===== config.mk =====
export PLATFORM = sky130hd
export DESIGN_NAME = plim_div
export DESIGN_NICKNAME = d
export VERILOG_FILES = /design/src/design/periodic_lattice_index_map_defines.svh /design/src/design/plim_pkg.sv /design/src/design/plim_div.sv
export SDC_FILE = /design/constraint.sdc
export NUM_CORES = 2
export LEC_CHECK = 0
export BUFFER_PORTS_ARGS = -buffer_cell sky130_fd_sc_hd__buf_2
export CAP_MARGIN = 5
export CORE_ASPECT_RATIO = 0.5
export CORE_UTILIZATION = 43
export DETAILED_ROUTE_END_ITERATION = 16
export GPL_TIMING_DRIVEN = 0
export PLACE_DENSITY = 0.62
export SLEW_MARGIN = 20
export SYNTH_ARGS = -nofsm -noshare
export SYNTH_HDL_FRONTEND = slang
export SYNTH_SLANG_ARGS = --single-unit

===== constraint.sdc =====
create_clock -name clk_i -period 6.6 [get_ports clk_i]
set_input_delay 0.33 -clock clk_i [delete_from_list [all_inputs] [get_ports clk_i]]
set_output_delay 0.33 -clock clk_i [all_outputs]
set_load 0.01 [all_outputs]

===== src/design/periodic_lattice_index_map_defines.svh =====
// assertion macros for the periodic lattice index map
// expects clk_i and rst_ni in the scope of the module that uses them
`ifndef PERIODIC_LATTICE_INDEX_MAP_DEFINES_SVH
`define PERIODIC_LATTICE_INDEX_MAP_DEFINES_SVH

// same-cycle implication, checked out of reset
`define PLIM_ASSERT_IMPL(lbl, ante, cons, msg) \
  lbl: assert property (@(posedge clk_i) disable iff (!rst_ni) (ante) |-> (cons)) \
    else $error(msg);

// next-cycle implication, checked out of reset
`define PLIM_ASSERT_NEXT(lbl, ante, cons, msg) \
  lbl: assert property (@(posedge clk_i) disable iff (!rst_ni) (ante) |=> (cons)) \
    else $error(msg);

`endif


===== src/design/plim_pkg.sv =====
// shared constants, codes, types and helpers for the periodic lattice index map
// no dependencies
`timescale 1ns / 1ps
package plim_pkg;

  localparam int CMD_W      = 2;
  localparam int COORD_W    = 16;
  localparam int INDEX_W    = 26;
  localparam int POS_W      = 9;
  localparam int DIST_W     = 18;
  localparam int ERR_W      = 2;
  localparam int DIM_W      = 8;
  localparam int MOD_W      = 9;   // wrapped component, below twice the largest dim
  localparam int DIFF_W     = 11;
  localparam int SQ_W       = 16;
  localparam int T1_W       = 16;
  localparam int SC_W       = 24;
  localparam int CFG_IDX_W  = 2;
  localparam int CFG_DATA_W = 8;
  localparam int DIM_MAX    = 255;

  localparam int DIV_NUM_W  = 26;
  localparam int DIV_DEN_W  = 16;
  localparam int DIV_STEPS  = 2;
  localparam int DIV_STAGES = DIV_NUM_W / DIV_STEPS;

  localparam logic [CMD_W-1:0] CMD_TO_INDEX = 2'd0;
  localparam logic [CMD_W-1:0] CMD_TO_COORD = 2'd1;
  localparam logic [CMD_W-1:0] CMD_DIST     = 2'd2;

  localparam logic [ERR_W-1:0] ERR_OK     = 2'd0;
  localparam logic [ERR_W-1:0] ERR_PARITY = 2'd1;
  localparam logic [ERR_W-1:0] ERR_RANGE  = 2'd2;

  localparam logic [CFG_IDX_W-1:0] CFG_LATTICE = 2'd0;
  localparam logic [CFG_IDX_W-1:0] CFG_DIM_X   = 2'd1;
  localparam logic [CFG_IDX_W-1:0] CFG_DIM_Y   = 2'd2;
  localparam logic [CFG_IDX_W-1:0] CFG_DIM_Z   = 2'd3;

  // item state between the divider section and the output section
  typedef struct packed {
    logic [CMD_W-1:0]            cmd;
    logic                        fcc;
    logic                        range_err;
    logic [DIM_W-1:0]            z;
    logic [1:0]                  rb;
    logic [2:0][MOD_W-1:0]       wc;
    logic [2:0][MOD_W-1:0]       wo;
  } mid_t;

  function automatic logic [DIM_W-1:0] clamp_dim(input logic [DIM_W-1:0] d);
    logic [DIM_W-1:0] r;
    r = d;
    if (d == '0) r = DIM_W'(1);
    else if (int'(d) > DIM_MAX) r = DIM_W'(DIM_MAX);
    return r;
  endfunction

  // fcc basis offsets, returned as {z, y, x}
  function automatic logic [2:0] basis_offs(input logic [1:0] rb);
    logic [2:0] r;
    case (rb)
      2'd0:    r = 3'b000;
      2'd1:    r = 3'b110;
      2'd2:    r = 3'b101;
      2'd3:    r = 3'b011;
      default: r = 3'b000;
    endcase
    return r;
  endfunction

endpackage


===== src/design/plim_div.sv =====
// pipelined restoring divider, two quotient bits per stage
// depends on plim_pkg
`timescale 1ns / 1ps
module plim_div (
  input  logic                               clk_i,
  input  logic                               en_i,
  input  logic [plim_pkg::DIV_NUM_W-1:0]     num_i,
  input  logic [plim_pkg::DIV_DEN_W-1:0]     den_i,
  output logic [plim_pkg::DIV_NUM_W-1:0]     quo_o,
  output logic [plim_pkg::DIV_DEN_W-1:0]     rem_o
);

  // acc holds the dividend bits still to come, quotient bits enter at the bottom
  logic [plim_pkg::DIV_NUM_W-1:0] acc_q [plim_pkg::DIV_STAGES];
  logic [plim_pkg::DIV_DEN_W-1:0] rem_q [plim_pkg::DIV_STAGES];
  logic [plim_pkg::DIV_DEN_W-1:0] den_q [plim_pkg::DIV_STAGES];

  for (genvar s = 0; s < plim_pkg::DIV_STAGES; s++) begin : g_stage
    logic [plim_pkg::DIV_NUM_W-1:0] acc_in, acc_d;
    logic [plim_pkg::DIV_DEN_W-1:0] rem_in, rem_d, den_in;

    if (s == 0) begin : g_first
      assign acc_in = num_i;
      assign rem_in = '0;
      assign den_in = den_i;
    end else begin : g_next
      assign acc_in = acc_q[s-1];
      assign rem_in = rem_q[s-1];
      assign den_in = den_q[s-1];
    end

    always_comb begin
      logic [plim_pkg::DIV_DEN_W:0] trial;
      acc_d = acc_in;
      rem_d = rem_in;
      for (int k = 0; k < plim_pkg::DIV_STEPS; k++) begin
        trial = {rem_d, acc_d[plim_pkg::DIV_NUM_W-1]};
        acc_d = {acc_d[plim_pkg::DIV_NUM_W-2:0], 1'b0};
        if (trial >= {1'b0, den_in}) begin
          rem_d    = plim_pkg::DIV_DEN_W'(trial - {1'b0, den_in});
          acc_d[0] = 1'b1;
        end else begin
          rem_d = trial[plim_pkg::DIV_DEN_W-1:0];
        end
      end
    end

    always_ff @(posedge clk_i) begin
      if (en_i) begin
        acc_q[s] <= acc_d;
        rem_q[s] <= rem_d;
        den_q[s] <= den_in;
      end
    end
  end

  assign quo_o = acc_q[plim_pkg::DIV_STAGES-1];
  assign rem_o = rem_q[plim_pkg::DIV_STAGES-1];

endmodule


Word level (Yosys, flattened, before mapping)
Memory sizes are Yosys's and may differ from the RTL's.
Index checks and enable logic that the tools add are counted.
{"block": "word_totals", "register_bits": 0, "latchBits": 0, "mem_bits_rw": 754, "mem_bits_ro": 0, "in_bits": 44, "out_inout_bits": 42, "wordCells": 109, "memories": 3}
{"block": "op_classes", "n_addsub": 26, "mul": 0, "div_mod_pow": 0, "n_lt_le_gt_ge": 26, "n_eq_ne": 0, "shift": 0, "mux": 54, "bitwise": 0, "reduce_logical": 0}
{"memory": "acc_q", "words": 13, "word_bits": 26, "read_ports": 13, "rd_clocked_by_memory_dff": 0, "write_ports": 13, "line": "plim_div.sv:14", "source": "logic [plim_pkg::DIV_NUM_W-1:0] acc_q [plim_pkg::DIV_STAGES];"}
{"memory": "den_q", "words": 13, "word_bits": 16, "read_ports": 12, "rd_clocked_by_memory_dff": 0, "write_ports": 13, "line": "plim_div.sv:16", "source": "logic [plim_pkg::DIV_DEN_W-1:0] den_q [plim_pkg::DIV_STAGES];"}
{"memory": "rem_q", "words": 13, "word_bits": 16, "read_ports": 13, "rd_clocked_by_memory_dff": 0, "write_ports": 13, "line": "plim_div.sv:15", "source": "logic [plim_pkg::DIV_DEN_W-1:0] rem_q [plim_pkg::DIV_STAGES];"}
{"operator": "17-bit by 16-bit greater-or-equal comparator with 1-bit output", "count": 25}
{"operator": "16-bit two-way mux", "count": 26}
{"operator": "16-bit subtractor", "count": 25}
{"operator": "1-bit two-way mux", "count": 28}
{"operator": "1-bit by 16-bit greater-or-equal comparator with 1-bit output", "count": 1}
{"operator": "1-bit by 16-bit subtractor with 16-bit output", "count": 1}

Logic depth before layout (Yosys ltp)
An unclocked memory read counts as a cell.
{"block": "depth", "depth_word": 5, "mapped_depth": 22, "mapped_depth_nobuf": 20}

Worst setup path before layout
OpenSTA, ideal clock, no wires.
{"block": "synth_path", "kind": "reg2reg", "startpoint": "mem rem_q[0][69] (netlist name)", "endpoint": "mem rem_q[0][87] (netlist name), data pin", "setup_ns": 0.260, "arrival_ns": 4.961, "required_time_ns": 6.340, "setup_slack_ns": 1.379, "stages_incl_launch_ff": 21, "path_buffers": 2, "period_less_slack_ns": 5.221, "path_cell_list": "edfxtp_1 -> ha_1 -> a211o_1 -> or2_1 -> o221ai_2 -> a21o_1 -> nand2_1 -> a211oi_4 -> inv_2 -> buf_6 -> mux2i_1 -> ha_1 -> nor2b_1 -> o31a_1 -> o311ai_0 -> nand2_1 -> a31oi_1 -> o21ai_1 -> a21oi_2 -> buf_2 -> mux2_2"}
{"element": "start, declared", "line": "plim_div.sv:15"}

==> impl_metrics.json <==
{
  "hold_class": "primary input to flop",
  "final-setup-viol-count": 0,
  "final_area_mm2": 0.0516,
  "max_freq_mhz": 159,
  "wl_mm": 103,
  "via_count": 31363,
  "rsz0062_at_grt": "false",
  "synth_warnings": 0,
  "dieArea_mm2": 0.109,
  "fill_cells": 9499,
  "synthArstFlopShare_pct": 0,
  "drive_gt1_share_pct": 13.6,
  "grt_start_max_net_pins": 107,
  "regArea_mm2": 0.0222,
  "worstSkewPairLatency_ns": 0.67,
  "ys_ff_latch": 738,
  "tns_ns": 0,
  "syn_to_final_growth_pct": 11.4,
  "final_max_slew_viol_count": 0,
  "multi_input_comb_area_mm2": 0.0224,
  "whs_path_depth": 3,
  "cts_made_buffers": 74,
  "hold_viol": 0,
  "clk_pin_slew_ns": 0.06,
  "synthTopCellsByArea": "edfxtp_1 (48%), ha_1 (11%), mux2_2 (5.6%)",
  "antenna_found_initial": 1,
  "root_buffer": "clkbuf_16",
  "synth_top_area_share_pct": 47.8,
  "finClkSkew_ns": 0.0199,
  "syn_nets": 4515,
  "grt_util_all_layers_pct": 18.9,
  "crit_type": "flop to flop",
  "finalNetCount": 4725,
  "synth-edff-count": 738,
  "path_max_fanout": 10,
  "crit_buf_inv": 5,
  "place_congestion": 0.915,
  "ios": 86,
  "clock_path_buffers": 3,
  "path_delay_family": "compound AO/OA/AOI/OAI gates",
  "timing.rr.start": "den_q[0][33]",
  "fin_ws_ns": 0.294,
  "netlist_area_mm2": 0.0463,
  "synthFlopType": "edfxtp_1",
  "drt_iter0_drc": 1812,
  "gr-total-overflow": 0,
  "ant_nets": 0,
  "synth_area_per_cell_um2": 11.5,
  "first_pass_iters": 5,
  "synth.most_common_cell": "edfxtp_1",
  "worst_pin_slew_ns": 0.900,
  "design.core.area_mm2": 0.106,
  "hold_path_startpoint": "num_i[24]",
  "fin_util_pct": 48.7,
  "place.port_buffers": 85,
  "fp.dieH_um": 234,
  "path_depth": 22,
  "yosysTopAreaCell": "edfxtp_1",
  "rows": 84,
  "grt_pass1_vias": 31364,
  "routedWlPerCell_um": 18.1,
  "ys_top_cells_by_count": "edfxtp_1 (738), ha_1 (402), inv_1 (355)",
  "critPathCaptureType": "flop",
  "start_util_pct": 43.7,
  "placed_area_mm2": 0.0487,
  "cts_tree": "done",
  "path_cells": "inv_1 > ha_1 > nor2b_1 > o31a_1 > o41ai_4 > o211a_1 > a22oi_1 > a31o_1 > buf_6 > buf_2 > mux2_2 > ha_1 > o21a_1 > o31a_1 > nor3_1 > o31ai_1 > a211oi_1 > o21ai_0 > a221oi_4 > buf_12 > buf_6 > mux2_1",
  "place.detailed.hpwl_mm": 79.2,
  "holdPathEnd": "rem_q[0][0]",
  "htreeDepth": 3,
  "crit_arrival_ns": 6.72,
  "grt_pass1_wl_mm": 165,
  "synth_cell_types": 108,
  "reg2reg_to": "rem_q[0][61]",
  "slowest_stage": "o31ai_1",
  "finalCriticalPeriod_ns": 6.31,
  "syn_inst": 4044,
  "r2r_slack_ns": 0.29,
  "min_period_over_period_pct": 95.5,
  "cts.sinks": 738,
  "slew_headroom_pct": 39.5,
  "yosysSeqAreaShare_pct": 47.8,
  "max_cap_viol_count": 0,
  "cp.required_ns": 7.01,
  "cpPeakStageDelay_ns": 0.77,
  "drc_errors": 0,
  "die_width_um": 466,
  "status": "finished, final reports clean",
  "dpl_worst_slack_ns": -0.0689,
  "vias_per_cell": 5.47,
  "reg2reg_depth": 22,
  "cp-start-kind": "flop"
}
## logic make-up after synthesis
logic type               synth area share, %
flip-flops                              47.8
buffers and inverters                   3.96
multiplexers                            6.99
XOR/XNOR                                5.33
adder cells (fa/ha/maj)                 11.9
AND/OR/NAND/NOR                         8.94
AO/OA/AOI/OAI                           15.0
## worst reg2reg max path, stage by stage (launching register included)
cell and delay, ns:
edfxtp_1 0.47, inv_1 0.20, ha_1 0.28, nor2b_1 0.15, o31a_1 0.29, o41ai_4 0.30, o211a_1 0.31, a22oi_1 0.13
a31o_1 0.24, buf_6 0.14, buf_2 0.24, mux2_2 0.34, ha_1 0.38, o21a_1 0.16, o31a_1 0.19, nor3_1 0.08
o31ai_1 0.77, a211oi_1 0.22, o21ai_0 0.44, a221oi_4 0.07, buf_12 0.16, buf_6 0.15, mux2_1 0.34
## cell usage in the layout (no fill, tap or decap), drive strengths merged, types with 12 or more instances in the layout
cell	instances
or3	24
and3	26
xnor2	196
a211oi	49
nand2b	38
ha	402
buf	149
nand4	52
a21oi	248
a21o	104
a31o	13
o221ai	16
edfxtp	738
nor4	27
o31ai	38
o31a	21
nand3	60
nor2b	38
xor2	86
nor3	81
inv	369
o211ai	32
or2	20
clkbuf	105
and2	19
mux2i	31
dlygate4sd3	40
a311oi	14
clkinv	32
a211o	20
o21a	70
nand2	222
mux2	255
nor2	223
a21boi	12
fa	25
o21bai	37
a31oi	36
o21ai	204
## worst max path at each step
stage	from	to
2_1_floorplan	rem_q[0][69]	rem_q[0][87]
6_report	den_q[0][33]	rem_q[0][61]
3_3_place_gp	en_i	acc_q[1][109]
3_5_place_dp	den_q[0][50]	rem_q[0][76]
5_1_grt	den_q[1][26]	rem_q[0][104]
4_1_cts	den_q[0][50]	rem_q[0][71]
## metrics by stage
| stage | std cells | hold slack (ns) |
|---|---|---|
| final | 5732 | 0.0609 |
| after global routing | 5732 | 0.0181 |
| after CTS | 5729 | 0.0140 |
| after detailed placement | 5555 | 0.405 |
| after global placement | 5548 | 0.401 |
| after floorplan | 4044 | 0.400 |
## routing by layer
layer / vias to the layer above / part of all wire, % / global-route usage [%]
li1: 15648 / - / -
met1: 15059 / 44 / 22.9
met2: 468 / 50 / 34.1
met3: 188 / 2.9 / 3.00
met4: 0 / 3.1 / 6.48
met5: - / 0 / 0
## timing repair
item                       4_1_cts  5_1_grt
hold buffers                    40        0
buffers inserted                 0        2
setup endpoints to repair       16       46
resized for setup                2       15
hold endpoints to repair        40        0
## flip-flops by register name, summed over array words and instances (netlist names)
register  flops
rem_q       208
acc_q       338
den_q       192
## area by class of cell
class,count,share of cell area (%)
clock inverter,51,0.974
timing repair buffer,134,2.05
inverter,361,2.62
antenna,1,0.00485
buffer,77,0.947
clock buffer,83,3.69
sequential,738,42.9
tap,1419,3.44
multi-input combinational,2868,43.4
Power is not shown: default switching activity piles up to over one toggle a cycle in this logic, so the estimate is an artifact.
