File: config.mk
export PLATFORM = sky130hd
export DESIGN_NAME = plim_post
export DESIGN_NICKNAME = d
export VERILOG_FILES = /design/src/design/periodic_lattice_index_map_defines.svh /design/src/design/plim_pkg.sv /design/src/design/plim_post.sv
export SDC_FILE = /design/constraint.sdc
export NUM_CORES = 1
export LEC_CHECK = 0
export CAP_MARGIN = 15
export CORE_MARGIN = 2
export CORE_UTILIZATION = 56
export DETAILED_ROUTE_END_ITERATION = 10
export DONT_BUFFER_PORTS = 1
export PLACE_DENSITY_LB_ADDON = 0.2
export RECOVER_POWER = 100
export SLEW_MARGIN = 10
export SYNTH_ARGS = -nofsm -noshare
export SYNTH_HDL_FRONTEND = slang
export SYNTH_SLANG_ARGS = --single-unit
File: constraint.sdc
create_clock -name clk_i -period 12.3 [get_ports clk_i]
set_input_delay 0.615 -clock clk_i [delete_from_list [all_inputs] [get_ports clk_i]]
set_output_delay 0.615 -clock clk_i [all_outputs]
set_load 0.01 [all_outputs]
File: src/design/periodic_lattice_index_map_defines.svh
// assertion macros for the periodic lattice index map
// expects clk_i and rst_ni in the scope of the module that uses them
`ifndef PERIODIC_LATTICE_INDEX_MAP_DEFINES_SVH
`define PERIODIC_LATTICE_INDEX_MAP_DEFINES_SVH

// same-cycle implication, checked out of reset
`define PLIM_ASSERT_IMPL(lbl, ante, cons, msg) \
  lbl: assert property (@(posedge clk_i) disable iff (!rst_ni) (ante) |-> (cons)) \
    else $error(msg);

// next-cycle implication, checked out of reset
`define PLIM_ASSERT_NEXT(lbl, ante, cons, msg) \
  lbl: assert property (@(posedge clk_i) disable iff (!rst_ni) (ante) |=> (cons)) \
    else $error(msg);

`endif

File: src/design/plim_pkg.sv
// shared constants, codes, types and helpers for the periodic lattice index map
// no dependencies
`timescale 1ns / 1ps
package plim_pkg;

  localparam int CMD_W      = 2;
  localparam int COORD_W    = 16;
  localparam int INDEX_W    = 26;
  localparam int POS_W      = 9;
  localparam int DIST_W     = 18;
  localparam int ERR_W      = 2;
  localparam int DIM_W      = 8;
  localparam int MOD_W      = 9;   // wrapped component, below twice the largest dim
  localparam int DIFF_W     = 11;
  localparam int SQ_W       = 16;
  localparam int T1_W       = 16;
  localparam int SC_W       = 24;
  localparam int CFG_IDX_W  = 2;
  localparam int CFG_DATA_W = 8;
  localparam int DIM_MAX    = 255;

  localparam int DIV_NUM_W  = 26;
  localparam int DIV_DEN_W  = 16;
  localparam int DIV_STEPS  = 2;
  localparam int DIV_STAGES = DIV_NUM_W / DIV_STEPS;

  localparam logic [CMD_W-1:0] CMD_TO_INDEX = 2'd0;
  localparam logic [CMD_W-1:0] CMD_TO_COORD = 2'd1;
  localparam logic [CMD_W-1:0] CMD_DIST     = 2'd2;

  localparam logic [ERR_W-1:0] ERR_OK     = 2'd0;
  localparam logic [ERR_W-1:0] ERR_PARITY = 2'd1;
  localparam logic [ERR_W-1:0] ERR_RANGE  = 2'd2;

  localparam logic [CFG_IDX_W-1:0] CFG_LATTICE = 2'd0;
  localparam logic [CFG_IDX_W-1:0] CFG_DIM_X   = 2'd1;
  localparam logic [CFG_IDX_W-1:0] CFG_DIM_Y   = 2'd2;
  localparam logic [CFG_IDX_W-1:0] CFG_DIM_Z   = 2'd3;

  // item state between the divider section and the output section
  typedef struct packed {
    logic [CMD_W-1:0]            cmd;
    logic                        fcc;
    logic                        range_err;
    logic [DIM_W-1:0]            z;
    logic [1:0]                  rb;
    logic [2:0][MOD_W-1:0]       wc;
    logic [2:0][MOD_W-1:0]       wo;
  } mid_t;

  function automatic logic [DIM_W-1:0] clamp_dim(input logic [DIM_W-1:0] d);
    logic [DIM_W-1:0] r;
    r = d;
    if (d == '0) r = DIM_W'(1);
    else if (int'(d) > DIM_MAX) r = DIM_W'(DIM_MAX);
    return r;
  endfunction

  // fcc basis offsets, returned as {z, y, x}
  function automatic logic [2:0] basis_offs(input logic [1:0] rb);
    logic [2:0] r;
    case (rb)
      2'd0:    r = 3'b000;
      2'd1:    r = 3'b110;
      2'd2:    r = 3'b101;
      2'd3:    r = 3'b011;
      default: r = 3'b000;
    endcase
    return r;
  endfunction

endpackage

File: src/design/plim_post.sv
// output section: site index, minimum-image distance and coordinates, three stages
// depends on plim_pkg
`timescale 1ns / 1ps
module plim_post (
  input  logic                                  clk_i,
  input  logic                                  rst_ni,
  input  logic                                  en_i,
  input  logic                                  valid_i,
  input  plim_pkg::mid_t                        mid_i,
  input  logic [plim_pkg::DIM_W-1:0]            x_i,
  input  logic [plim_pkg::DIM_W-1:0]            y_i,
  input  logic [2:0][plim_pkg::DIM_W-1:0]       dim_i,
  input  logic [2:0][plim_pkg::MOD_W-1:0]       modulus_i,
  output logic                                  valid_o,
  output logic [plim_pkg::INDEX_W-1:0]          index_out_o,
  output logic [plim_pkg::POS_W-1:0]            pos_x_o,
  output logic [plim_pkg::POS_W-1:0]            pos_y_o,
  output logic [plim_pkg::POS_W-1:0]            pos_z_o,
  output logic [plim_pkg::DIST_W-1:0]           dist_sq_o,
  output logic [plim_pkg::ERR_W-1:0]            error_o
);

  // stage 1
  logic                                 v1_q;
  logic [plim_pkg::CMD_W-1:0]           cmd1_q;
  logic                                 fcc1_q;
  logic [plim_pkg::ERR_W-1:0]           err1_q, err1_d;
  logic [1:0]                           basis1_q, basis1_d;
  logic [plim_pkg::DIM_W-1:0]           cell0_1_q;
  logic [plim_pkg::T1_W-1:0]            t1_q, t1_d;
  logic [2:0][plim_pkg::DIM_W-1:0]      av_q, av_d;
  logic [2:0][plim_pkg::POS_W-1:0]      pos1_q, pos1_d;
  logic [2:0][plim_pkg::DIM_W-1:0]      cell_w;

  always_comb begin
    logic signed [plim_pkg::DIFF_W-1:0]  diff, v;
    logic signed [plim_pkg::DIFF_W:0]    two, nn;
    logic [2:0]                          offs;
    logic [2:0][plim_pkg::DIM_W-1:0]     raw;
    for (int a = 0; a < 3; a++) begin
      cell_w[a] = mid_i.fcc ? mid_i.wc[a][plim_pkg::MOD_W-1:1]
                            : mid_i.wc[a][plim_pkg::DIM_W-1:0];
    end
    err1_d   = plim_pkg::ERR_OK;
    basis1_d = 2'd0;
    if (mid_i.fcc) begin
      case ({mid_i.wc[2][0], mid_i.wc[1][0], mid_i.wc[0][0]})
        3'b000:  basis1_d = 2'd0;
        3'b110:  basis1_d = 2'd1;
        3'b101:  basis1_d = 2'd2;
        3'b011:  basis1_d = 2'd3;
        default: basis1_d = 2'd0;
      endcase
      if (mid_i.cmd == plim_pkg::CMD_TO_INDEX &&
          !({mid_i.wc[2][0], mid_i.wc[1][0], mid_i.wc[0][0]} inside
            {3'b000, 3'b110, 3'b101, 3'b011})) begin
        err1_d = plim_pkg::ERR_PARITY;
      end
    end
    if (mid_i.cmd == plim_pkg::CMD_TO_COORD && mid_i.range_err) err1_d = plim_pkg::ERR_RANGE;

    t1_d = plim_pkg::T1_W'(cell_w[1]) +
           plim_pkg::T1_W'(dim_i[1]) * plim_pkg::T1_W'(cell_w[2]);

    // minimum image, an exact half-box difference stays as it is
    for (int a = 0; a < 3; a++) begin
      diff = $signed({2'b00, mid_i.wo[a]}) - $signed({2'b00, mid_i.wc[a]});
      nn   = $signed({3'b000, modulus_i[a]});
      two  = {diff, 1'b0};
      if (two < -nn)     v = diff + $signed({2'b00, modulus_i[a]});
      else if (two > nn) v = diff - $signed({2'b00, modulus_i[a]});
      else               v = diff;
      av_d[a] = plim_pkg::DIM_W'(v < 0 ? -v : v);
    end

    raw  = {mid_i.z, y_i, x_i};
    offs = plim_pkg::basis_offs(mid_i.rb);
    for (int a = 0; a < 3; a++) begin
      pos1_d[a] = mid_i.fcc ? {raw[a], offs[a]} : {1'b0, raw[a]};
    end
  end

  always_ff @(posedge clk_i or negedge rst_ni) begin
    if (!rst_ni) begin
      v1_q <= 1'b0;
    end else if (en_i) begin
      v1_q <= valid_i;
    end
  end

  always_ff @(posedge clk_i) begin
    if (en_i) begin
      cmd1_q    <= mid_i.cmd;
      fcc1_q    <= mid_i.fcc;
      err1_q    <= err1_d;
      basis1_q  <= basis1_d;
      cell0_1_q <= cell_w[0];
      t1_q      <= t1_d;
      av_q      <= av_d;
      pos1_q    <= pos1_d;
    end
  end

  // stage 2
  logic                                 v2_q;
  logic [plim_pkg::CMD_W-1:0]           cmd2_q;
  logic                                 fcc2_q;
  logic [plim_pkg::ERR_W-1:0]           err2_q;
  logic [1:0]                           basis2_q;
  logic [plim_pkg::DIM_W-1:0]           cell0_2_q;
  logic [plim_pkg::SC_W-1:0]            t2_q;
  logic [2:0][plim_pkg::SQ_W-1:0]       sq_q;
  logic [2:0][plim_pkg::POS_W-1:0]      pos2_q;

  always_ff @(posedge clk_i or negedge rst_ni) begin
    if (!rst_ni) begin
      v2_q <= 1'b0;
    end else if (en_i) begin
      v2_q <= v1_q;
    end
  end

  always_ff @(posedge clk_i) begin
    if (en_i) begin
      cmd2_q    <= cmd1_q;
      fcc2_q    <= fcc1_q;
      err2_q    <= err1_q;
      basis2_q  <= basis1_q;
      cell0_2_q <= cell0_1_q;
      t2_q      <= plim_pkg::SC_W'(dim_i[0]) * plim_pkg::SC_W'(t1_q);
      for (int a = 0; a < 3; a++) begin
        sq_q[a] <= plim_pkg::SQ_W'(av_q[a]) * plim_pkg::SQ_W'(av_q[a]);
      end
      pos2_q    <= pos1_q;
    end
  end

  // stage 3, output register
  logic                                 v3_q;
  logic [plim_pkg::INDEX_W-1:0]         index_q, index_d;
  logic [2:0][plim_pkg::POS_W-1:0]      pos3_q, pos3_d;
  logic [plim_pkg::DIST_W-1:0]          dist_q, dist_d;
  logic [plim_pkg::ERR_W-1:0]           err3_q;

  always_comb begin
    logic [plim_pkg::SC_W-1:0] sc;
    sc      = plim_pkg::SC_W'(cell0_2_q) + t2_q;
    index_d = '0;
    if (cmd2_q == plim_pkg::CMD_TO_INDEX && err2_q == plim_pkg::ERR_OK) begin
      index_d = fcc2_q ? {sc, basis2_q} : plim_pkg::INDEX_W'(sc);
    end
    pos3_d = '0;
    if (cmd2_q == plim_pkg::CMD_TO_COORD && err2_q == plim_pkg::ERR_OK) pos3_d = pos2_q;
    dist_d = '0;
    if (cmd2_q == plim_pkg::CMD_DIST) begin
      dist_d = plim_pkg::DIST_W'(sq_q[0]) + plim_pkg::DIST_W'(sq_q[1]) +
               plim_pkg::DIST_W'(sq_q[2]);
    end
  end

  always_ff @(posedge clk_i or negedge rst_ni) begin
    if (!rst_ni) begin
      v3_q <= 1'b0;
    end else if (en_i) begin
      v3_q <= v2_q;
    end
  end

  always_ff @(posedge clk_i) begin
    if (en_i) begin
      index_q <= index_d;
      pos3_q  <= pos3_d;
      dist_q  <= dist_d;
      err3_q  <= err2_q;
    end
  end

  assign valid_o     = v3_q;
  assign index_out_o = index_q;
  assign pos_x_o     = pos3_q[0];
  assign pos_y_o     = pos3_q[1];
  assign pos_z_o     = pos3_q[2];
  assign dist_sq_o   = dist_q;
  assign error_o     = err3_q;

endmodule
# Yosys cells after proc, flatten, opt, wreduce, memory -nomap -nowiden
# Index checks and enable logic that the tools add are counted.
[word_totals] ff_bits=272 output_inout_bits=74 wordCells=114 inputBits=139
[classes] n_lt_le_gt_ge=9 addsub=19 n_eq_ne=9 n_reduce_logical=13 n_mul=5 n_mux=20 n_bitwise=1
[op_table] cell="$mux 8" n=9
[op_table] cell="$mux 11" n=6
[op_table] cell="$mul 8x8->16" n=4
[op_table] cell="$lt 11x12->1" n=3
[op_table] cell="$neg 9->12" n=3
[op_table] cell="$add 10x10->11" n=3
[op_table] cell="$gt 11x10->1" n=3
[op_table] cell="$lt 11x1->1 const B" n=3
[op_table] cell="$sub 10x10->11" n=3
[op_table] cell="$sub 9x9->10" n=3
[op_table] cell="$add 8x24->24" n=1
[op_table] cell="$mul 8x16->24" n=1
[op_table] cell="$mux 24" n=1
[op_table] cell="$neg 8->8" n=3
[op_table] cell="$add 17x16->18" n=1
[op_table] cell="$add 16x16->17" n=1
[op_table] cell="$add 8x16->16" n=1
[op_table] cell="$pmux 3 s4" n=1
[op_table] cell="$logic_not 2->1" n=4
[op_table] cell="$eq 2x1->1 const B" n=3
[op_table] cell="$eq 2x2->1 const B" n=3
[op_table] cell="$eq 3x3->1 const B" n=2
[op_table] cell="$pmux 2 s3" n=1
[op_table] cell="$logic_and 1x1->1" n=4
[op_table] cell="9 further kinds" n=9

# Depth between registers and ports, before layout
# Gate-level depths: netlist of run 1.
[depth] depth_word=6 depth_mapped=25 mapped_depth_nobuf=23

# Worst setup path after synthesis of run 1
# Ideal clock, no wire load.
[synth_path] path_type="input port to flip-flop" from="input port mid_i[65] (netlist name)" to="register t1_q[13] (netlist name), data pin" path_buffers=3 t_arrival_ns=5.490 cell_stages=22 path_slack_ns=6.553 path_cell_list="clkbuf_1 -> clkbuf_1 -> clkbuf_1 -> mux2i_1 -> fa_1 -> inv_1 -> fa_1 -> ha_1 -> inv_1 -> fa_1 -> inv_1 -> ha_1 -> nor2b_1 -> o21ai_0 -> a21boi_0 -> o21ai_0 -> a21boi_0 -> o21a_1 -> nor2_1 -> a2bb2oi_1 -> nor2b_1 -> xnor2_1"
[synth_between] elab_chain_cells=3
[synth_lines] item="start: declaration" line_no="plim_post.sv:9" rtl="input plim_pkg::mid_t mid_i,"
[synth_lines] item="$mux 8" line_no="plim_post.sv:41" rtl="cell_w[a] = mid_i.fcc ? mid_i.wc[a][plim_pkg::MOD_W-1:1]"
[synth_lines] item="$mul 8x8->16" line_no="plim_post.sv:63" rtl="plim_pkg::T1_W'(dim_i[1]) * plim_pkg::T1_W'(cell_w[2]);"
[synth_lines] item="$add 8x16->16 (*)" line_no="plim_post.sv:62" rtl="t1_d = plim_pkg::T1_W'(cell_w[1]) +"
[synth_lines] item="via t1_d, one bit" line_no="plim_post.sv:30" rtl="logic [plim_pkg::T1_W-1:0] t1_q, t1_d;"
[synth_lines] item="end signal: assignment" line_no="plim_post.sv:98" rtl="t1_q <= t1_d;"
[synth_lines] item="end: declaration" line_no="plim_post.sv:30"
# Mark *: on every way through the listed nets, which the timed path passes. The rest lies on a longest branch.
# A chain may end at the register's enable or synchronous reset.

# Final worst setup path of run 1
[layout_path] from="input port mid_i[46] (netlist name)" to="register t1_q[13] (netlist name), data pin"
[layout_between] elab_chain_cells=3
[layout_lines] item="$mux 8" line_no="plim_post.sv:41"
[layout_lines] item="$mul 8x8->16" line_no="plim_post.sv:63"
[layout_lines] item="$add 8x16->16" line_no="plim_post.sv:62"
[layout_lines] item="via t1_d, one bit" line_no="plim_post.sv:30"
# The timed path passes the listed nets, and every way through them passes these cells.

==> results of run 1 <==
## repair_timing
action                                  CTS  global route
hold buffers                              1             0
endpoints found under the hold margin     3             0
endpoints found under the setup margin    0             0
buffers inserted                          0             0
## sequential cells by signal, summed over array words and instances, names as in the netlist, 2 cells and up
name         cells
cell0_2_q        8
av_q            24
cell0_1_q        8
pos2_q          27
sq_q            45
t1_q            16
pos_z_o          9
pos1_q          27
basis2_q         2
cmd2_q           2
basis1_q         2
error_o          2
err1_q           2
index_out_o     26
pos_x_o          9
t2_q            24
cmd1_q           2
pos_y_o          9
dist_sq_o       18
err2_q           2
## placed cells by master (no fill, tap or decap), drive strengths merged, types with 6 or more instances in the layout
cell and n:
edfxtp 266, a311oi 6, inv 431, mux2i 31, nand4 9, o211ai 9, or2 9, a31oi 15
a211oi 19, clkinv 9, nand2 164, and3 11, o21bai 35, a21oi 133, nor3 32, o21ai 92
xor2 40, nor4 10, clkbuf 34, fa 229, mux2 36, o21a 15, or3 6, nand3 20
nor2b 62, nand2b 30, and2 196, a21o 35, o31ai 14, a21boi 6, bufinv 7, xnor2 130
ha 339, o22ai 7, nor2 170
## stage by stage
stage / instances / worst slack, ns / hold slack [ns] / utilization [%]
6_report: 3412 / 6.65 / 0.130 / 60.2
2_1_floorplan: 2733 / 6.55 / 0.319 / -
4_1_cts: 3412 / 7.11 / 0.0985 / 60.3
5_1_grt: 3412 / 6.29 / 0.103 / 60.2
3_3_place_gp: 3353 / 6.50 / 0.319 / 57.9
3_5_place_dp: 3353 / 6.50 / 0.319 / 57.9
## metal layers
metal | GRT usage (%) | up-vias | wire, µm
met1 | 28.4 | 9340 | 23700
met2 | 40.4 | 424 | 28600
li1 | - | 9181 | -
met3 | 3.30 | 120 | 2700
met4 | 8.96 | 0 | 2150
met5 | 0 | - | 0
## logic make-up (layout without fill, tap and decap cells)
family	Yosys count	in the layout	synth area share, %
AO/OA/AOI/OAI	450	450	10.8
XOR/XNOR	170	170	5.45
other	1	5	0.0136
adder cells (fa/ha/maj)	568	568	32.0
multiplexers	67	67	2.60
flip-flops	269	269	29.2
AND/OR/NAND/NOR	733	733	13.5
buffers and inverters	471	486	6.46
## cell type report
cell class                 count  area [µm²]
clock inverter                25         362
timing repair buffer           4        28.8
clock buffer                  33         783
multi-input combinational   1993       17700
tap                          664         831
fill                        4084       19400
inverter                     424        1590
sequential                   269        8060
## final timing paths
check | from | endpoint | slack (ns) | cells after the start
min in group asynchronous | rst_ni | v2_q | 0.26 | 1
min | mid_i[67] | cmd1_q[1] | 0.13 | 0
max reg2reg | t1_q[3] | t2_q[23] | 7.25 | 17
min reg2reg | pos1_q[22] | pos2_q[22] | 0.42 | 0
max | mid_i[46] | t1_q[13] | 6.65 | 20
max in group asynchronous | rst_ni | valid_o | 11.88 | 1
==> reports/qor.yml, run 1 <==
die:
  area_of_the_die_um2: 51100
  i_o_pin_count: 213
  initial_utilization_pct: 56.5
  fp-row-count: 81
  die_width_um: 226
  placeableCoreArea_um2: 48800
  dieHeight_um: 226
synthesis:
  synth_edf_count: 266
  postSynthRegisterBits: 269
  yosysTopAreaCell: "sky130_fd_sc_hd__edfxtp_1"
  post_synth_inst_count: 2729
  synth-main-ff-cell: "sky130_fd_sc_hd__edfxtp_1"
  ys.warnings.count: 0
  dominant_cell_by_count_in_the_synthesized_netlist: "sky130_fd_sc_hd__inv_1"
  async_reset_ff_share_pct: 1.12
  post_synth_instance_area_um2: 27600
  synthTopCellsByCount: "sky130_fd_sc_hd__inv_1, sky130_fd_sc_hd__ha_1, sky130_fd_sc_hd__edfxtp_1"
  syn-mean-instance-area_um2: 10.1
  synthTopCellsByArea: "sky130_fd_sc_hd__edfxtp_1, sky130_fd_sc_hd__fa_1, sky130_fd_sc_hd__ha_1, sky130_fd_sc_hd__inv_1, sky130_fd_sc_hd__and2_1"
  ys_types: 88
  synth_largest_type_area_fraction_pct: 28.9
  ys_seq_area_share_pct: 29.2
clocking:
  clk_pin_slew_worst_paths_ns: 0.07
  max-clock-path-buffers: 3
  clkSinkCount: 269
  clock_insertion_delay_worst_skew_ns: 0.60
  cts_tree: "done"
  htreeDepth: 1
  postCtsResizedCells: 0
  cts_made_buffers: 31
  clock-root-buffer: "sky130_fd_sc_hd__clkbuf_16"
place:
  detailedPlacementHpwl_um: 45700
  placed_area_um2: 28300
  port-buffer-count: 0
  place.gp.congestion: 0.888
final_layout:
  fin_area_um2: 29400
  area.growth.synth_to_final_pct: 6.46
  final_net_count: 3430
  post_route_cells_drive_above_1_share_pct: 4.15
  antenna_cells_inserted: 0
sta:
  final_max_slew_viol_count: 0
  timing_worst_slew_pin_value_ns: 1.38
  timing.fmax_ghz: 0.177
  hold_viol: 0
  setup-violations-final: 0
  setup_tns_ns: 0
  timing.max_slew.rel_slack_pct: 7.34
  fin_crit_ns: 5.65
  rsz_0062_raised_after_global_routing: "false"
  clock_skew_ns: 0.0206
  final.period_utilization_pct: 45.9
worst_setup_path:
  crit_chain: "inv_1 > o21ai_0 > nand2_1 > fa_1 > inv_1 > fa_1 > inv_1 > fa_1 > fa_1 > inv_1 > ha_1 > o21ai_0 > a21boi_0 > o21ai_0 > a21boi_0 > o21a_1 > nor2_1 > a2bb2oi_1 > nor2b_1 > xnor2_1"
  worst_path_dominant_cell_family: "adder cells"
  worst_path_largest_cell_delay_ns: 1.05
  worst_path_cell_with_the_longest_stage_delay: "sky130_fd_sc_hd__o21ai_0"
  worst_setup_path_end_kind: "register"
  path_buf_inv: 4
  worstPathArrival_ns: 6.00
  worst-path-max-fanout: 8
  cp.required_ns: 12.65
  crit_type: "primary input to register"
  setup.worst_path.start_class: "primary input"
detailed_routing:
  drt_wl_total_um: 57100
  routedWlPerCell_um: 16.7
  initial_drt_pass_iterations: 9
  vias: 19100
  detail_route.iter0.violations: 1018
  drt.antenna.violating_nets: 0
  drt_drc_violations_left: 0
  route.detailed.vias_per_inst: 5.59
global_routing:
  grt_pass1_wl_um: 95200
  grtUsageTotal_pct: 22.9
  grt_max_degree: 270
  antenna_found_initial: 0
  gr-total-overflow: 0
  vias_in_the_first_global_route: 19500
hold_path:
  worstHoldPathType: "primary input to register"
flow_run:
  cap_viol_max_count: 0
status:
  run_status: "finished clean"
Power of run 1 is left out: the tool's default activity adds up to more than one toggle a clock period on the data nets, which glitch-free logic cannot reach.
==> run 2, diff against run 1 <==
Clock period 12.3 ns to 5.5 ns, I/O delays scaled along.
==> run 2 against run 1 <==
Effect of this change:
- the flow now finishes with violations (max-capacitance violations, max-slew violations)
- setup slack lost 6.2 ns
- sequential share of layout area decreased by 0.55 points
- non-clock buffer count is 69 higher
- clock skew down 0.0070 ns
- register-to-register slack worse by 6.8 ns
- highest routed layer is now met5
- count of clock-buffer cells in the layout is the same
- die area stayed put
- wire length up 4.9%
==> reports/qor.yml, run 2 (synthesis gave the netlist of run 1 again) <==
status:
  run_status: "complete, but fails checks"
  violations: "max-capacitance violations, max-slew violations"
worst_setup_path:
  cp.required_ns: 5.84  # -6.81 ns
  worstPathArrival_ns: 5.42  # -0.58 ns
  cp-startpoint: "t1_q[6]"
  worst_setup_path_end_kind: "register"
  reg2reg_from: "t1_q[6]"
  setup.worst_path.start_class: "register"
  worst-path-max-fanout: 8  # unchanged
  crit_type: "register to register"
  worst_r2r_setup_slack_ns: 0.42  # -6.83 ns
global_routing:
  grt_pass1_wl_um: 98300  # +3.2%
  vias_in_the_first_global_route: 20100  # +3.4%
  grtUsageTotal_pct: 23.7  # +0.73 points
  grt_max_degree: 270  # unchanged
  gr-total-overflow: 0  # unchanged
  antenna_found_initial: 2  # +2
die:
  area_of_the_die_um2: 51100  # unchanged
  i_o_pin_count: 213  # unchanged
  fp-row-count: 81  # unchanged
  initial_utilization_pct: 56.5  # unchanged
  placeableCoreArea_um2: 48800  # unchanged
  die_width_um: 226  # unchanged
  dieHeight_um: 226  # unchanged
final_layout:
  max_flop_register: "sq_q"
  reg_top3: "sq_q x45, pos1_q x27, pos2_q x27"
  post_route_cells_drive_above_1_share_pct: 4.33  # +0.18 points
  area.growth.synth_to_final_pct: 8.63
  final_common_cell: "sky130_fd_sc_hd__inv_1"
  final_net_count: 3499  # +2.0%
  nFillCells: 4060  # -0.59%
  largest_register_ffs: 45  # unchanged
  layout_common_cells: "sky130_fd_sc_hd__inv_1, sky130_fd_sc_hd__ha_1, sky130_fd_sc_hd__edfxtp_1"
sta:
  hold_viol: 0  # unchanged
  timing.fmax_ghz: 0.197
  timing_worst_slew_pin_value_ns: 4.90  # +3.52 ns
  setup_tns_ns: 0  # unchanged
  final_max_slew_viol_count: 315  # +315
  clock_skew_ns: 0.0136  # -0.00702 ns
  final.period_utilization_pct: 92.4
  fin_crit_ns: 5.08
  rsz_0062_raised_after_global_routing: "false"
  timing.max_slew.rel_slack_pct: -227  # -230 points
  setup-violations-final: 0  # unchanged
hold_path:
  worstHoldPathType: "primary input to register"
  hp-start: "mid_i[27]"
clocking:
  clk_pin_slew_worst_paths_ns: 0.06  # about the same
  cts_tree: "done"
  postCtsResizedCells: 0  # unchanged
  clock_insertion_delay_worst_skew_ns: 0.60  # about the same
  max-clock-path-buffers: 3  # unchanged
  htreeDepth: 1  # unchanged
  cts_made_buffers: 31  # unchanged
  clkSinkCount: 269  # unchanged
  clock-root-buffer: "sky130_fd_sc_hd__clkbuf_16"
detailed_routing:
  drt.antenna.violating_nets: 0  # unchanged
  detail_route.iter0.violations: 1016  # -0.20%
  route.detailed.vias_per_inst: 5.58  # -0.18%
  vias: 19400  # +2.0%
  drt_drc_violations_left: 0  # unchanged
  initial_drt_pass_iterations: 5  # -4
  drt_wl_total_um: 59900  # +4.9%
  routedWlPerCell_um: 17.2  # +2.7%
flow_run:
  cap_viol_max_count: 4  # +4
place:
  detailedPlacementHpwl_um: 46100  # +0.83%
  place.gp.congestion: 0.891  # +0.33%
  port-buffer-count: 0  # unchanged
run 2: critical path: stages (launching register included):
cell and delay, ns:
sky130_fd_sc_hd__edfxtp_1 0.52, sky130_fd_sc_hd__and2_1 0.24, sky130_fd_sc_hd__fa_1 0.45, sky130_fd_sc_hd__fa_1 0.48, sky130_fd_sc_hd__fa_1 0.55, sky130_fd_sc_hd__inv_1 0.06, sky130_fd_sc_hd__fa_1 0.47, sky130_fd_sc_hd__inv_1 0.04
sky130_fd_sc_hd__ha_1 0.32, sky130_fd_sc_hd__or3_1 0.37, sky130_fd_sc_hd__o21ai_0 0.08, sky130_fd_sc_hd__inv_1 0.07, sky130_fd_sc_hd__o211ai_1 0.11, sky130_fd_sc_hd__a41o_1 0.28, sky130_fd_sc_hd__o21ai_0 0.14, sky130_fd_sc_hd__a211oi_1 0.37
sky130_fd_sc_hd__a21oi_1 0.14, sky130_fd_sc_hd__xnor2_1 0.14
run 2: final timing paths:
check / endpoint / cells after the start
min: basis1_q[0] / 2
min in group asynchronous: v1_q / 2
max reg2reg: t2_q[23] / 17
max: t2_q[23] / 17
max in group asynchronous: valid_o / 2
min reg2reg: pos2_q[11] / 0
run 2: what timing repair did:
item                                   CTS  global route
endpoints found under the hold margin  316            97
hold buffers                            58             3
setup buffers                            0             0
run 2: final cells by class:
type / instances / area, µm² / share of cell area [%]
diodes: 4 / 10.0 / 0.0334
flip-flops and latches: 269 / 8060 / 26.9
multi-input cells: 1993 / 17700 / 59.1
inverters: 424 / 1590 / 5.30
repair buffers: 73 / 673 / 2.24
well taps: 664 / 831 / 2.77
clock inverters: 25 / 309 / 1.03
clock buffers: 33 / 783 / 2.61
run 2: layer usage:
metal  share of wire [%]  wire, µm  GRT usage [%]
met1                  42     25100           29.6
met2                  52     31000           43.4
met3                 4.0      2370           2.51
met4                 2.3      1350           6.37
met5               0.020        12              0
run 2: stage by stage:
| stage | hold slack, ns | instance area (µm²) | instances | worst slack, ns | util [%] |
|---|---|---|---|---|---|
| after floorplan | -0.0206 | 27600 | 2733 | 0.0928 | - |
| after global placement | -0.0205 | 28400 | 3362 | 0.493 | 58.1 |
| after detailed placement | -0.0205 | 28400 | 3362 | 0.453 | 58.1 |
| after CTS | -0.227 | 30100 | 3478 | 0.450 | 61.5 |
| after global routing | 0.0439 | 30000 | 3481 | 0.185 | 61.4 |
| final | 0.0384 | 30000 | 3485 | 0.420 | 61.4 |
Power of run 2 is left out for the same reason.
